[src/sv/sidtoa_pkg.sv]
// Package: shared types and constants for the signed decimal ASCII converter.
`default_nettype none
package sidtoa_pkg;

	localparam int VALUE_BITS = 16;
	// Decimal digits enough for a magnitude of up to 2**(VALUE_BITS-1).
	localparam int NUM_DIGITS = (VALUE_BITS * 3 + 9) / 10;
	localparam int BCD_W      = NUM_DIGITS * 4;
	localparam int BCNT_W     = $clog2(VALUE_BITS + 1);
	localparam int DCNT_W     = $clog2(NUM_DIGITS + 1);

	localparam logic [7:0] CH_MINUS = 8'h2D;
	localparam logic [7:0] CH_ZERO  = 8'h30;
	localparam logic [7:0] CH_SPACE = 8'h20;
	localparam logic [7:0] CH_NUL   = 8'h00;

	typedef struct packed {
		logic signed [VALUE_BITS-1:0] value;
		logic [7:0]                   start_pos;
	} in_beat_t;

	typedef struct packed {
		logic [7:0] char_code;
		logic [7:0] buf_index;
		logic       last;
	} out_beat_t;

	// Converted number handed from the converter to the character emitter.
	typedef struct packed {
		logic [BCD_W-1:0] bcd;
		logic             neg;
		logic [7:0]       pos;
	} conv_res_t;

	typedef enum logic [1:0] {
		CV_IDLE,
		CV_RUN,
		CV_DONE
	} conv_state_t;

	typedef enum logic [2:0] {
		EM_IDLE,
		EM_SIGN,
		EM_SKIP,
		EM_DIGIT,
		EM_SPACE,
		EM_NUL
	} emit_state_t;

endpackage
`default_nettype wire

[src/sv/sidtoa_conv.sv]
// Bit-serial binary to BCD converter (shift and add three), one bit per cycle.
`default_nettype none
module sidtoa_conv (
	input  wire                   clk,
	input  wire                   arst_n,
	input  wire                   in_valid,
	output logic                  in_ready,
	input  sidtoa_pkg::in_beat_t  in_data,
	output logic                  res_valid,
	input  wire                   res_take,
	output sidtoa_pkg::conv_res_t res_data
);

	sidtoa_pkg::conv_state_t state_q, state_d;
	logic [sidtoa_pkg::VALUE_BITS-1:0] bin_q;
	logic [sidtoa_pkg::BCD_W-1:0]      bcd_q;
	logic [sidtoa_pkg::BCD_W-1:0]      adj;
	logic [sidtoa_pkg::BCNT_W-1:0]     cnt_q;
	logic                              neg_q;
	logic [7:0]                        pos_q;
	logic [sidtoa_pkg::VALUE_BITS-1:0] raw;
	logic                              accept;
	logic                              last_bit;

	assign raw      = in_data.value;
	assign accept   = in_valid && in_ready;
	assign last_bit = (cnt_q == sidtoa_pkg::BCNT_W'(1));

	// Correct each BCD digit before the shift.
	always_comb begin
		for (int i = 0; i < sidtoa_pkg::NUM_DIGITS; i++) begin
			adj[4*i +: 4] = (bcd_q[4*i +: 4] >= 4'd5) ? (bcd_q[4*i +: 4] + 4'd3)
			                                          : bcd_q[4*i +: 4];
		end
	end

	always_comb begin
		state_d = state_q;
		case (state_q)
			sidtoa_pkg::CV_IDLE: if (in_valid) state_d = sidtoa_pkg::CV_RUN;
			sidtoa_pkg::CV_RUN:  if (last_bit) state_d = sidtoa_pkg::CV_DONE;
			sidtoa_pkg::CV_DONE: if (res_take) state_d = sidtoa_pkg::CV_IDLE;
			default:             state_d = sidtoa_pkg::CV_IDLE;
		endcase
	end

	always_comb begin
		in_ready  = (state_q == sidtoa_pkg::CV_IDLE);
		res_valid = (state_q == sidtoa_pkg::CV_DONE);
		res_data  = '{bcd: bcd_q, neg: neg_q, pos: pos_q};
	end

	always_ff @(posedge clk or negedge arst_n) begin
		if (!arst_n) begin
			state_q <= sidtoa_pkg::CV_IDLE;
		end else begin
			state_q <= state_d;
		end
	end

	always_ff @(posedge clk) begin
		if (accept) begin
			neg_q <= raw[sidtoa_pkg::VALUE_BITS-1];
			bin_q <= raw[sidtoa_pkg::VALUE_BITS-1] ? (~raw + sidtoa_pkg::VALUE_BITS'(1)) : raw;
			bcd_q <= '0;
			pos_q <= in_data.start_pos;
			cnt_q <= sidtoa_pkg::BCNT_W'(sidtoa_pkg::VALUE_BITS);
		end else if (state_q == sidtoa_pkg::CV_RUN) begin
			bcd_q <= {adj[sidtoa_pkg::BCD_W-2:0], bin_q[sidtoa_pkg::VALUE_BITS-1]};
			bin_q <= {bin_q[sidtoa_pkg::VALUE_BITS-2:0], 1'b0};
			cnt_q <= cnt_q - sidtoa_pkg::BCNT_W'(1);
		end
	end

endmodule
`default_nettype wire

[src/sv/sidtoa_emit.sv]
// Character emitter: BCD digits go one per unstalled cycle into the output register.
`default_nettype none
module sidtoa_emit (
	input  wire                   clk,
	input  wire                   arst_n,
	input  wire                   res_valid,
	output logic                  res_take,
	input  sidtoa_pkg::conv_res_t res_data,
	output logic                  out_valid,
	input  wire                   out_ready,
	output sidtoa_pkg::out_beat_t out_data
);

	sidtoa_pkg::emit_state_t state_q, state_d;
	logic [sidtoa_pkg::BCD_W-1:0]  dig_q;
	logic [sidtoa_pkg::DCNT_W-1:0] cnt_q;
	logic [7:0]                    pos_q;
	logic                          out_valid_q;
	sidtoa_pkg::out_beat_t         out_q;

	logic [3:0]            top_dig;
	logic                  adv;
	logic                  one_left;
	logic                  load_out;
	logic                  shift_dig;
	sidtoa_pkg::out_beat_t out_d;

	assign top_dig  = dig_q[sidtoa_pkg::BCD_W-1 -: 4];
	assign adv      = !out_valid_q || out_ready;
	assign one_left = (cnt_q == sidtoa_pkg::DCNT_W'(1));

	always_comb begin
		state_d = state_q;
		case (state_q)
			sidtoa_pkg::EM_IDLE:  if (res_valid) state_d = res_data.neg ? sidtoa_pkg::EM_SIGN
			                                                            : sidtoa_pkg::EM_SKIP;
			sidtoa_pkg::EM_SIGN:  if (adv) state_d = sidtoa_pkg::EM_SKIP;
			sidtoa_pkg::EM_SKIP:  if (top_dig != 4'd0 || one_left) state_d = sidtoa_pkg::EM_DIGIT;
			sidtoa_pkg::EM_DIGIT: if (adv && one_left) state_d = sidtoa_pkg::EM_SPACE;
			sidtoa_pkg::EM_SPACE: if (adv) state_d = sidtoa_pkg::EM_NUL;
			sidtoa_pkg::EM_NUL:   if (adv) state_d = sidtoa_pkg::EM_IDLE;
			default:              state_d = sidtoa_pkg::EM_IDLE;
		endcase
	end

	always_comb begin
		res_take  = 1'b0;
		load_out  = 1'b0;
		shift_dig = 1'b0;
		out_d     = '{char_code: sidtoa_pkg::CH_NUL, buf_index: pos_q, last: 1'b0};
		case (state_q)
			sidtoa_pkg::EM_IDLE: begin
				res_take = res_valid;
			end
			sidtoa_pkg::EM_SIGN: begin
				load_out        = adv;
				out_d.char_code = sidtoa_pkg::CH_MINUS;
			end
			sidtoa_pkg::EM_SKIP: begin
				shift_dig = (top_dig == 4'd0) && !one_left;
			end
			sidtoa_pkg::EM_DIGIT: begin
				load_out        = adv;
				shift_dig       = adv;
				out_d.char_code = sidtoa_pkg::CH_ZERO + {4'd0, top_dig};
			end
			sidtoa_pkg::EM_SPACE: begin
				load_out        = adv;
				out_d.char_code = sidtoa_pkg::CH_SPACE;
			end
			sidtoa_pkg::EM_NUL: begin
				load_out   = adv;
				out_d.last = 1'b1;
			end
			default: begin
				load_out = 1'b0;
			end
		endcase
	end

	assign out_valid = out_valid_q;
	assign out_data  = out_q;

	always_ff @(posedge clk or negedge arst_n) begin
		if (!arst_n) begin
			state_q     <= sidtoa_pkg::EM_IDLE;
			out_valid_q <= 1'b0;
		end else begin
			state_q <= state_d;
			if (load_out) begin
				out_valid_q <= 1'b1;
			end else if (out_ready) begin
				out_valid_q <= 1'b0;
			end
		end
	end

	always_ff @(posedge clk) begin
		if (res_take) begin
			dig_q <= res_data.bcd;
			pos_q <= res_data.pos;
			cnt_q <= sidtoa_pkg::DCNT_W'(sidtoa_pkg::NUM_DIGITS);
		end else begin
			if (shift_dig) begin
				dig_q <= {dig_q[sidtoa_pkg::BCD_W-5:0], 4'd0};
				cnt_q <= cnt_q - sidtoa_pkg::DCNT_W'(1);
			end
			if (load_out) begin
				pos_q <= pos_q + 8'd1;
			end
		end
		if (load_out) begin
			out_q <= out_d;
		end
	end

endmodule
`default_nettype wire

[src/sv/signed_int_to_decimal_ascii_core.sv]
// Top level: signed integer to decimal ASCII character stream.
//
//   channel   dir  handshake              beat
//   in_data   in   in_valid / in_ready    value (signed), start_pos
//   out_data  out  out_valid / out_ready  char_code, buf_index, last
//
// Each input beat is accepted, passed through the bit-serial binary to BCD converter and
// handed on as BCD digits. While the output flows the converter sets the rate; character
// emission overlaps the next value.
// One input beat gives 3 to NUM_DIGITS + 3 output beats, the last one marked.
// Reset (arst_n low) empties both stages; no output beat is pending afterwards.
// A stalled output holds its beat; the emitter waits, then the converter waits.
`default_nettype none
module signed_int_to_decimal_ascii_core (
	input  wire                   clk,
	input  wire                   arst_n,
	input  wire                   in_valid,
	output logic                  in_ready,
	input  sidtoa_pkg::in_beat_t  in_data,
	output logic                  out_valid,
	input  wire                   out_ready,
	output sidtoa_pkg::out_beat_t out_data
);

	// Converted number waiting for the emitter.
	logic                  res_valid;
	logic                  res_take;
	sidtoa_pkg::conv_res_t res_data;

	// Take the magnitude apart one input bit per cycle.
	sidtoa_conv u_conv (
		.clk       (clk),
		.arst_n    (arst_n),
		.in_valid  (in_valid),
		.in_ready  (in_ready),
		.in_data   (in_data),
		.res_valid (res_valid),
		.res_take  (res_take),
		.res_data  (res_data)
	);

	// Emit a minus sign for a negative value, drop leading zeros, then emit digits, space and terminator.
	sidtoa_emit u_emit (
		.clk       (clk),
		.arst_n    (arst_n),
		.res_valid (res_valid),
		.res_take  (res_take),
		.res_data  (res_data),
		.out_valid (out_valid),
		.out_ready (out_ready),
		.out_data  (out_data)
	);

endmodule
`default_nettype wire
[config.mk]
export PLATFORM = sky130hd
export DESIGN_NAME = signed_int_to_decimal_ascii_core
export DESIGN_NICKNAME = d
export VERILOG_FILES = /design/src/sv/sidtoa_pkg.sv /design/src/sv/sidtoa_conv.sv /design/src/sv/sidtoa_emit.sv /design/src/sv/signed_int_to_decimal_ascii_core.sv
export SDC_FILE = /design/constraint.sdc
export NUM_CORES = 1
export LEC_CHECK = 0
export BUFFER_PORTS_ARGS = -buffer_cell sky130_fd_sc_hd__clkbuf_2
export CAP_MARGIN = 10
export CORE_MARGIN = 3
export CORE_UTILIZATION = 30
export DETAILED_ROUTE_END_ITERATION = 8
export GPL_ROUTABILITY_DRIVEN = 0
export SYNTH_ARGS = -nofsm -noshare
export SYNTH_HDL_FRONTEND = slang
export SYNTH_SLANG_ARGS = --single-unit
[constraint.sdc]
create_clock -name clk -period 2.56 [get_ports clk]
set_clock_uncertainty 0.1 [all_clocks]
set_input_delay 0.256 -clock clk [delete_from_list [all_inputs] [get_ports clk]]
set_output_delay 0.256 -clock clk [all_outputs]
set_load 0.005 [all_outputs]
* Word-level counts from Yosys, hierarchy flattened *
Index checks and enable logic that the tools add are counted.

operators by class
  add/sub/neg operators = 10
  order comparisons = 5
  equal/unequal tests = 18
  muxes and demuxes = 31
  bitwise gates (word level) = 1
  reductions and logical operators = 18

operators by type and width
  operator                                                           count
  2-to-1 mux 16 bit                                                  3
  2-to-1 mux 20 bit                                                  2
  case mux 8 bit (3 select lines)                                    1
  2-to-1 mux 3 bit                                                   7
  greater-or-equal comparator 4 x 3 -> 1 bit, second input constant  5
  case mux 3 bit (6 select lines)                                    1
  adder 16 x 1 -> 16 bit, second input constant                      1
  adder 4 x 2 -> 4 bit, second input constant                        4
  2-to-1 mux 4 bit                                                   4
  2-to-1 mux 8 bit                                                   2
  inverter 16 bit                                                    1
  != test 2 x 1 -> 1 bit, second input constant                      7
  adder 8 x 1 -> 8 bit, second input constant                        1
  2-to-1 mux 2 bit                                                   4
  nonzero test 2 bit                                                 4
  adder 6 x 4 -> 7 bit, first input constant                         1
  == test 3 x 1 -> 1 bit, second input constant                      2
  == test 3 x 2 -> 1 bit, second input constant                      2
  == test 3 bit, second input constant                               2
  case mux 2 bit (3 select lines)                                    1
  AND reduction 6 bit                                                1
  == test 5 x 1 -> 1 bit, second input constant                      1
  2-to-1 mux 1 bit                                                   5
  subtractor 5 x 1 -> 5 bit, second input constant                   1
  other kinds (15)                                                   20

storage, ports and cells
  flip-flop bits (word level) = 104
  bits of input ports = 28
  logic and storage cells = 97

* Logic depth before layout (Yosys ltp) *
Gate-level depths: netlist of run 1.

  depth in word-level cells = 6
  gate-level depth with buffers = 8
  gate-level depth less buffers = 6

* Hierarchy *
Synthesis of run 1 repeated with hierarchy kept, for this count alone.

second synthesis, totals
  cells, all modules = 440
  area, all modules = 5,031.1 µm²

modules (own cells, without submodules)
  module       instances  cells each  area an instance (µm²)  sequential area each (µm²)
  sidtoa_conv  1          278         2,738.9                 1,301.2
  sidtoa_emit  1          162         2,292.2                 1,451.4

* Worst setup path before layout of run 1 *
Ideal clock, no wire load.

  path kind = reg-to-reg
  from = register u_emit.state_q[0]
  to = register u_emit.dig_q[0] (netlist name), enable pin
  library setup time = 380 ps
  data arrival time = 1,624 ps
  data required time = 2,080 ps
  slack = 456 ps
  cell stages (with the launch flop) = 6
  path buffers = 2
  cells stage by stage = dfrtp_1 -> buf_2 -> nor3_1 -> nand3_1 -> clkbuf_1 -> nand3_1

between the ends
  cells in the longest elaborated chain, start to end = 3
  elaborated cells on any way between the ends = 6
  classes of those cells = 2 x eq/ne; 2 x mux; 2 x reduce/logical

RTL lines
  item                                                                        line                source
  from (decl)                                                                 sidtoa_emit.sv:14   sidtoa_pkg::emit_state_t state_q, state_d;
  from (signal assigned)                                                      sidtoa_emit.sv:86   state_q <= sidtoa_pkg::EM_IDLE;
  from (signal assigned)                                                      sidtoa_emit.sv:89   state_q <= state_d;
  == test 3 x 2 -> 1 bit / zero test 3 bit (equally long branches)            sidtoa_emit.sv:51   case (state_q)
  case mux 1 bit (2 select lines) / 2-to-1 mux 1 bit (equally long branches)  sidtoa_emit.sv:51
  nonzero test 2 bit (no line) (*)                                            n/a
  to (signal assigned)                                                        sidtoa_emit.sv:100  dig_q <= res_data.bcd;
  to (signal assigned)                                                        sidtoa_emit.sv:105  dig_q <= {dig_q[sidtoa_pkg::BCD_W-5:0], 4'd0};
  to (decl)                                                                   sidtoa_emit.sv:15   logic [sidtoa_pkg::BCD_W-1:0] dig_q;

Every way passes the cells marked *; elsewhere a longest branch is shown, timed or not.
A chain may end at the register's enable or synchronous reset.

* Worst setup path in the final report of run 1 *
  from = register u_emit.state_q[1]
  to = register u_emit.dig_q[3] (netlist name), enable pin

The elaborated chain is that of the path after synthesis.

==> impl_metrics.tcl, run 1 <==
set metrics [dict create \
    finalMaxSlewViolations 0 \
    syn_avg_cell_area_um2 10.6 \
    yosysTopAreaCellShare 0.425 \
    required_ns 2.49 \
    cts_made_buffers 9 \
    grt_max_degree 37 \
    drive_above_1_share 0.165 \
    yosys_warnings 0 \
    core_area_um2 15400 \
    yosysMostFrequentCell "nand2_1" \
    cts_max_path_buffers 2 \
    holdWs_ns 0.157 \
    clk_pin_slew_ns 0.08 \
    synth_top_cell_by_area "edfxtp_1" \
    synth_edf_count 68 \
    total_power_w 0.00653 \
    crit_type "flip-flop to flip-flop" \
    max_cap_viol_count 0 \
    synthToLayoutAreaGrowth_pct 17.8 \
    fin_nets 549 \
    hold_violations 0 \
    viasPerCell 4.58 \
    cts_resized 0 \
    die_height_um 133 \
    cp-end-kind "flip-flop" \
    grt_pass1_vias 3197 \
    cts_root_buf "clkbuf_16" \
    worstMarginPinSlew_ns 0.564 \
    maxSlewHeadroom 0.623 \
    io_buffers 44 \
    grt_usage 0.100 \
    outcome "finished, final reports clean" \
    fin_setup_tns_ns 0 \
    dr.pass1.iters 4 \
    synth_common_cells "nand2_1, edfxtp_1, o21ai_0" \
    start_kind "flip-flop" \
    via_count 3300 \
    detail_route.wl_per_cell_um 11.8 \
    grt_pass1_wl_mm 14.6 \
    syn_inst 453 \
    setup_viol 0 \
    power.density_nw_per_um2 1150 \
    htreeDepth 3 \
    power.leakage_nw 2.23 \
    drtAntennaViolNets 0 \
    nFillCells 1564 \
    die-area_um2 17600 \
    antenna_found_initial 0 \
    wl_mm 8.49 \
    fp-row-count 45 \
    cts_tree "done" \
    num_io_pins 47 \
    insertion_delay_ns 0.35 \
    grt_overflow_total 0 \
    period_share 0.769 \
    ys_seq_area_frac 0.573 \
    syn_area_um2 4810 \
    peakVddDrop_v 0.000526 \
    drc 0 \
    max_freq_mhz 508 \
    rsz0062_at_grt "false" \
    cts.sinks 102 \
    synth.area.top_cells "edfxtp_1, dfxtp_1, nand2_1, o21ai_0, ha_1" \
    hpwl_mm 6.08 \
    final.min_clock_period_ns 1.97 \
    ys.flop_type "edfxtp_1" \
    cp_max_fo 20 \
    crit_arrival_ns 1.90 \
    dieWidth_um 133 \
    n_antenna_cell 0 \
    hold_path.class "primary input to asynchronous set/reset pin" \
    ys_types 47 \
    initial_core_util 0.312 \
    synthArstFlopShare 0.0588 \
    final_util 0.367 \
    drtIter0Drc 145 \
    ys_ff_latch 102 \
]
## layer usage
metal  GRT usage  up-vias  share of wire
met4      0.0468        0          0.016
met5           0        -              0
met2       0.169       38           0.49
met3      0.0240        9          0.030
met1       0.122     1561           0.46
li1            -     1692              -
## final cells by class
type | instances | area [um2] | area share
tap | 211 | 264 | 0.0466
multi-input combinational | 306 | 1860 | 0.329
clock inverter | 7 | 60.1 | 0.0106
sequential | 102 | 2750 | 0.486
inverter | 20 | 75.1 | 0.0133
clock buffer | 9 | 225 | 0.0398
timing repair buffer | 66 | 420 | 0.0743
## registers in the layout, summed over array words and instances, names as in the netlist
register / cells
u_emit.out_valid: 1
u_conv.bcd_q: 20
u_conv.bin_q: 16
u_conv.pos_q: 8
u_conv.state_q: 2
u_emit.out_data: 15
u_emit.cnt_q: 3
u_conv.cnt_q: 5
u_conv.neg_q: 1
u_emit.state_q: 3
u_emit.pos_q: 8
u_emit.dig_q: 20
## final timing paths
path                              startpoint                end  slack [ns]  depth (start not counted)
min                                   arst_n   u_emit.out_valid        0.16                          2
max in group asynchronous             arst_n  u_conv.state_q[1]        2.05                          2
min reg2reg                  u_emit.cnt_q[2]    u_emit.cnt_q[2]        0.36                          1
max                        u_emit.state_q[1]    u_emit.dig_q[3]        0.59                          4
max reg2reg                u_emit.state_q[1]    u_emit.dig_q[3]        0.59                          4
min in group clk                   out_ready   u_emit.out_valid        0.16                          3
## critical path: stages, from the launching register on
cell	delay [ns]
dfrtp_1	0.49
nor3_1	0.32
nand3_1	0.30
nand3_1	0.15
buf_4	0.28
## where the power goes
group | internal (W) | switching, W | total [W]
registers | 0.00265 | 0.000407 | 0.00306
logic | 0.000941 | 0.00120 | 0.00214
clock network | 0.000683 | 0.000650 | 0.00133
## kinds of logic (layout without fill, tap and decap cells)
family,Yosys count,in the layout,share of synthesized area
flops,102,102,0.573
compound gates,95,95,0.122
fa+ha+maj,16,16,0.0417
other cells,1,2,0.000780
simple gates,152,152,0.144
mux,10,10,0.0224
buf+inv,46,102,0.0404
xor+xnor,31,31,0.0565
## cells in the final DEF (no fill, tap or decap), drive strengths merged, types with 4 or more instances in the layout
cell type,count
o21ai,56
clkbuf,53
nand2,75
a21oi,12
ha,16
dfrtp,6
nand3,24
o41ai,4
dfxtp,28
mux2i,4
edfxtp,68
xnor2,11
o32ai,4
dlygate4sd3,9
buf,13
o31ai,7
nand2b,9
inv,26
nor2b,5
nor2,20
xor2,20
mux2,6
## through the flow
stage | std cells | area [um2] | worst slack, ns
finish | 721 | 5660 | 0.591
CTS | 721 | 5660 | 0.579
floorplan | 454 | 4810 | 0.456
global route | 721 | 5660 | 0.411
global placement | 696 | 5290 | 0.463
detailed placement | 696 | 5290 | 0.409
## repair_timing
item	CTS	global route
hold buffers	9	0
endpoints found under the hold margin	14	0
setup buffers	0	0
Power figures use the tool's default switching activity.
==> inputs of run 2 (changes only) <==
- clock period: 2.56 -> 1.8 ns (I/O delays scaled with it)
==> run 2 against run 1 <==
Compared with the run above: combinational power is 64% higher; sequential cell count stayed put; utilization is 2.3 points higher; design area is 6.3% higher; critical path depth stayed put.
==> impl_metrics.tcl, run 2 (synthesized netlist as in run 1, its figures left out) <==
set metrics [dict create \
    outcome "finished, final reports clean" \
    cts_root_buf "clkbuf_16" \
    finish.instance_area_um2 6010 \
    drtAntennaViolNets 0 \
    crit_family "simple AND/OR/NAND/NOR gates" \
    reg2reg_slack_ns 0.07 \
    final_common_cell "nand2_1" \
    start_kind "flip-flop" \
    required_ns 1.93 \
    drtIter0Drc 246 \
    grt_max_degree 32 \
    detail_route.wl_per_cell_um 12.1 \
    nFillCells 1534 \
    grt_usage 0.107 \
    insertion_delay_ns 0.35 \
    num_io_pins 47 \
    max_cap_viol_count 0 \
    wl_mm 9.14 \
    drc 0 \
    max_freq_mhz 578 \
    htreeDepth 3 \
    placed_area_um2 5540 \
    final.min_clock_period_ns 1.73 \
    setup_viol 0 \
    io_buffers 44 \
    hpwl_mm 6.55 \
    power.internal_w 0.00654 \
    pwr-share-comb 0.355 \
    peakVddDrop_v 0.000556 \
    core_area_um2 15400 \
    crit_arrival_ns 1.86 \
    via_count 3457 \
    cp-end-kind "flip-flop" \
    grt_overflow_total 0 \
    initial_core_util 0.312 \
    die_height_um 133 \
    cts_made_buffers 9 \
    hold_path.class "primary input to flip-flop" \
    min_to "u_emit.out_valid" \
    power.density_nw_per_um2 1650 \
    crit_cells 4 \
    power.leakage_nw 2.42 \
    reg2reg_depth 4 \
    cp_max_fo 7 \
    finalMaxSlewViolations 0 \
    fin_nets 580 \
    antenna_found_initial 0 \
    period_share 0.961 \
    power_frac_seq 0.439 \
    drive_above_1_share 0.231 \
    holdPathStages 3 \
    crit_type "flip-flop to flip-flop" \
    synthToLayoutAreaGrowth_pct 25.1 \
    critPathBufInv 0 \
    clkPwrFrac 0.206 \
    fin_setup_tns_ns 0 \
    fp-row-count 45 \
    hold_violations 0 \
    cts.sinks 102 \
    grt_pass1_wl_mm 15.5 \
    cts_tree "done" \
    power_switching_w 0.00336 \
    clk_pin_slew_ns 0.07 \
    dieWidth_um 133 \
    cts_max_path_buffers 2 \
    crit_path_max_incr_delay_ns 0.48 \
    r2r-start "u_emit.state_q[0]" \
    holdWs_ns 0.0828 \
    layout_common_cells "nand2_1, edfxtp_1, o21ai_0" \
    n_antenna_cell 0 \
    die-area_um2 17600 \
    cp_slowest_cell "dfrtp_2" \
    r2r-end "u_emit.state_q[0]" \
    hp-start "out_ready" \
    viasPerCell 4.60 \
    dr.pass1.iters 5 \
    reg.largest.list "u_conv.bcd_q x20, u_emit.dig_q x20, u_conv.bin_q x16" \
    path_cells "nor4b_2 -> nand3_2 -> o211ai_1 -> mux2_2" \
    p_sw_frac 0.340 \
    grt_pass1_vias 3470 \
]
run 2: cell count changes in the layout (fill, tap and decap cells not counted), moves of 2 or more:
cell     change
inv_6        -2
buf_4       +29
nand3_1      -2
buf_12       +2
run 2: per-layer routing:
layer	routed length (um)	vias up	GRT usage
li1	-	1752	-
met1	3990	1636	0.122
met2	4660	53	0.189
met3	277	16	0.0232
met4	206	0	0.0508
met5	0	-	0
run 2: power groups by stage:
| stage | clock network [W] | registers, W | logic (W) |
|---|---|---|---|
| 4_1_cts | 0.00209 | 0.00433 | 0.00346 |
| 2_1_floorplan | 0 | 0.00423 | 0.00231 |
| 3_3_place_gp | 0 | 0.00433 | 0.00327 |
| 5_1_grt | 0.00217 | 0.00447 | 0.00400 |
| 6_report | 0.00204 | 0.00435 | 0.00351 |
| 3_5_place_dp | 0 | 0.00437 | 0.00342 |
run 2: stage by stage:
stage	instances	setup slack, ns	utilization	total power, W
final	752	0.0700	0.390	0.00990
after global placement	724	-0.117	0.359	0.00760
after floorplan	454	-0.00692	-	0.00653
after detailed placement	724	-0.158	0.359	0.00779
after global routing	752	-0.00920	0.390	0.0106
after CTS	750	0.00266	0.386	0.00988
run 2: worst max-delay path by stage:
stage / end / start / slack (ns)
2_1_floorplan: u_emit.state_q[0] / u_emit.state_q[0] / -0.007
3_3_place_gp: u_conv.bin_q[14] / in_data[14] / -0.12
3_5_place_dp: u_conv.bin_q[14] / in_data[14] / -0.16
4_1_cts: u_emit.cnt_q[2] / u_emit.state_q[0] / 0.003
5_1_grt: u_emit.cnt_q[2] / u_emit.state_q[0] / -0.009
6_report: u_emit.state_q[0] / u_emit.state_q[0] / 0.07
run 2: layout make-up:
class	count	area, um2	area share
Multi-Input combinational cell	306	1930	0.321
Clock inverter	7	87.6	0.0146
Sequential cell	102	2750	0.458
Inverter	20	75.1	0.0125
Timing Repair Buffer	97	678	0.113
Clock buffer	9	225	0.0374
Tap cell	211	264	0.0439
run 2: tightest hold or removal path: stages:
cell      delay, ns
clkbuf_2       0.08
nand2b_1       0.17
nand2_1        0.06
run 2: timing repair:
| item | 4_1_cts | 5_1_grt |
|---|---|---|
| endpoints found under the setup margin | 30 | 57 |
| hold buffers | 9 | 0 |
| resized for setup | 1 | 8 |
| endpoints found under the hold margin | 14 | 0 |
| pin swaps | 1 | 3 |
| setup buffers | 1 | 2 |
| gates cloned | 0 | 0 |
==> inputs of run 3 (changes only) <==
- clock period: 1.8 -> 1.39 ns (I/O delays scaled with it)
==> run 3 against run 2 <==
Compared with the run above: the run now ends with negative setup slack left; combinational power rose by 140%; via count rose by 10%; worst hold slack worse by 0.039 ns; sequential cell count stayed put; critical path depth grew 2; sequential power up 35%; non-clock buffer count grew 62; global-route usage grew 2.3 points.
==> impl_metrics.tcl, run 3 (synthesized netlist as in run 1, its figures left out) <==
set metrics [dict create \
    outcome "finished with violations" \
    violations "negative setup slack" \
    viasPerCell 4.67 \
    cp-end-kind "flip-flop" \
    cts_max_path_buffers 2 \
    final_common_cell "buf_4" \
    n_antenna_cell 0 \
    io_buffers 44 \
    core_area_um2 15400 \
    crit_arrival_ns 1.89 \
    final_util 0.499 \
    cts_tree "done" \
    antenna_found_initial 0 \
    crit_family "simple AND/OR/NAND/NOR gates" \
    hpwl_mm 7.04 \
    peakVddDrop_v 0.000892 \
    path_cells "nor3_4 -> buf_4 -> nor2b_4 -> clkbuf_16 -> nor2_4 -> mux2i_1" \
    grt_pass1_vias 3894 \
    period_share 1.24 \
    synthToLayoutAreaGrowth_pct 60.1 \
    worstMarginPinSlew_ns 0.515 \
    cp_max_fo 6 \
    fin_nets 644 \
    critPathBufInv 2 \
    fin_ws_ns -0.328 \
    grt_pass1_wl_mm 18.7 \
    reg2reg_depth 6 \
    crit_path_max_incr_delay_ns 0.47 \
    via_count 3809 \
    clk_pin_slew_ns 0.07 \
    reg.largest.list "u_conv.bcd_q x20, u_emit.dig_q x20, u_conv.bin_q x16" \
    finalMaxSlewViolations 0 \
    drc 0 \
    cts_root_buf "clkbuf_16" \
    power.density_nw_per_um2 2180 \
    start_kind "flip-flop" \
    num_io_pins 47 \
    final.min_clock_period_ns 1.72 \
    power.leakage_nw 3.06 \
    grt_max_degree 31 \
    grt_overflow_total 0 \
    drive_above_1_share 0.537 \
    dr.pass1.iters 4 \
    drtIter0Drc 225 \
    cts_made_buffers 9 \
    r2r-end "u_emit.cnt_q[0]" \
    required_ns 1.56 \
    dieWidth_um 133 \
    reg2reg_slack_ns -0.33 \
    dp_slack_ns -0.529 \
    wl_mm 11.9 \
    htreeDepth 3 \
    max_freq_mhz 582 \
    crit_type "flip-flop to flip-flop" \
    die-area_um2 17600 \
    max_cap_viol_count 0 \
    r2r-start "u_emit.state_q[2]" \
    layout_common_cells "buf_4, edfxtp_1, nand2_1" \
    cp_slowest_cell "dfrtp_2" \
    regArea_um2 2770 \
    grt_usage 0.129 \
    insertion_delay_ns 0.36 \
    nFillCells 1351 \
    die_height_um 133 \
    cts.sinks 102 \
    setup_viol 138 \
    maxSlewHeadroom 0.657 \
    fp-row-count 45 \
    initial_core_util 0.312 \
    rsz0062_at_grt "true" \
    multi_input_area_um2 2740 \
    drtAntennaViolNets 0 \
    hold_violations 0 \
    hold_path.class "primary input to asynchronous set/reset pin" \
    detail_route.wl_per_cell_um 14.6 \
]
run 3: repair_timing:
item | CTS | global route
setup buffers | 15 | 11
pin swaps | 28 | 32
hold buffers | 9 | 0
gates cloned | 5 | 7
hold endpoints to repair | 14 | 0
setup endpoints to repair | 147 | 153
resized for setup | 100 | 106
run 3: worst max-delay path by stage:
| stage | from | endpoint | slack [ns] | cells past startpoint |
|---|---|---|---|---|
| final | u_emit.state_q[2] | u_emit.cnt_q[0] | -0.33 | 6 |
| after global routing | u_emit.state_q[2] | u_emit.cnt_q[0] | -0.36 | 6 |
| after CTS | u_emit.state_q[0] | u_emit.dig_q[7] | -0.28 | 3 |
| after detailed placement | in_data[9] | u_conv.bin_q[10] | -0.53 | 7 |
| after global placement | in_data[9] | u_conv.bin_q[10] | -0.47 | 7 |
| after floorplan | in_data[10] | u_conv.bin_q[13] | -0.32 | 5 |
run 3: area by class of cell:
class | instances | area share
Sequential cell | 102 | 0.360
Multi-Input combinational cell | 308 | 0.357
Timing Repair Buffer | 159 | 0.195
Tap cell | 211 | 0.0343
Clock buffer | 10 | 0.0298
Inverter | 20 | 0.0150
Clock inverter | 6 | 0.00894
run 3: power by group:
part,total [W],internal (W),switching (W)
sequential,0.00589,0.00493,0.000961
combinational,0.00832,0.00447,0.00385
clock,0.00258,0.00141,0.00117
run 3: per-layer routing:
layer,wire (um),vias up,global-route usage,share of wire
met5,0,-,0,0
met3,350,12,0.0346,0.029
li1,-,1893,-,-
met2,6460,48,0.227,0.54
met1,4910,1856,0.154,0.41
met4,191,0,0.0427,0.016
run 3: through the flow:
stage	TNS, ns	instance area [um2]	hold slack, ns	power (W)	cells
global route	-32.23	7690	0.0512	0.0178	816
finish	-24.80	7690	0.0437	0.0168	816
floorplan	-13.95	5240	-0.257	0.00941	454
global placement	-25.29	6100	-0.123	0.0113	757
detailed placement	-27.83	6100	-0.122	0.0116	757
CTS	-19.73	7080	0.0497	0.0155	801
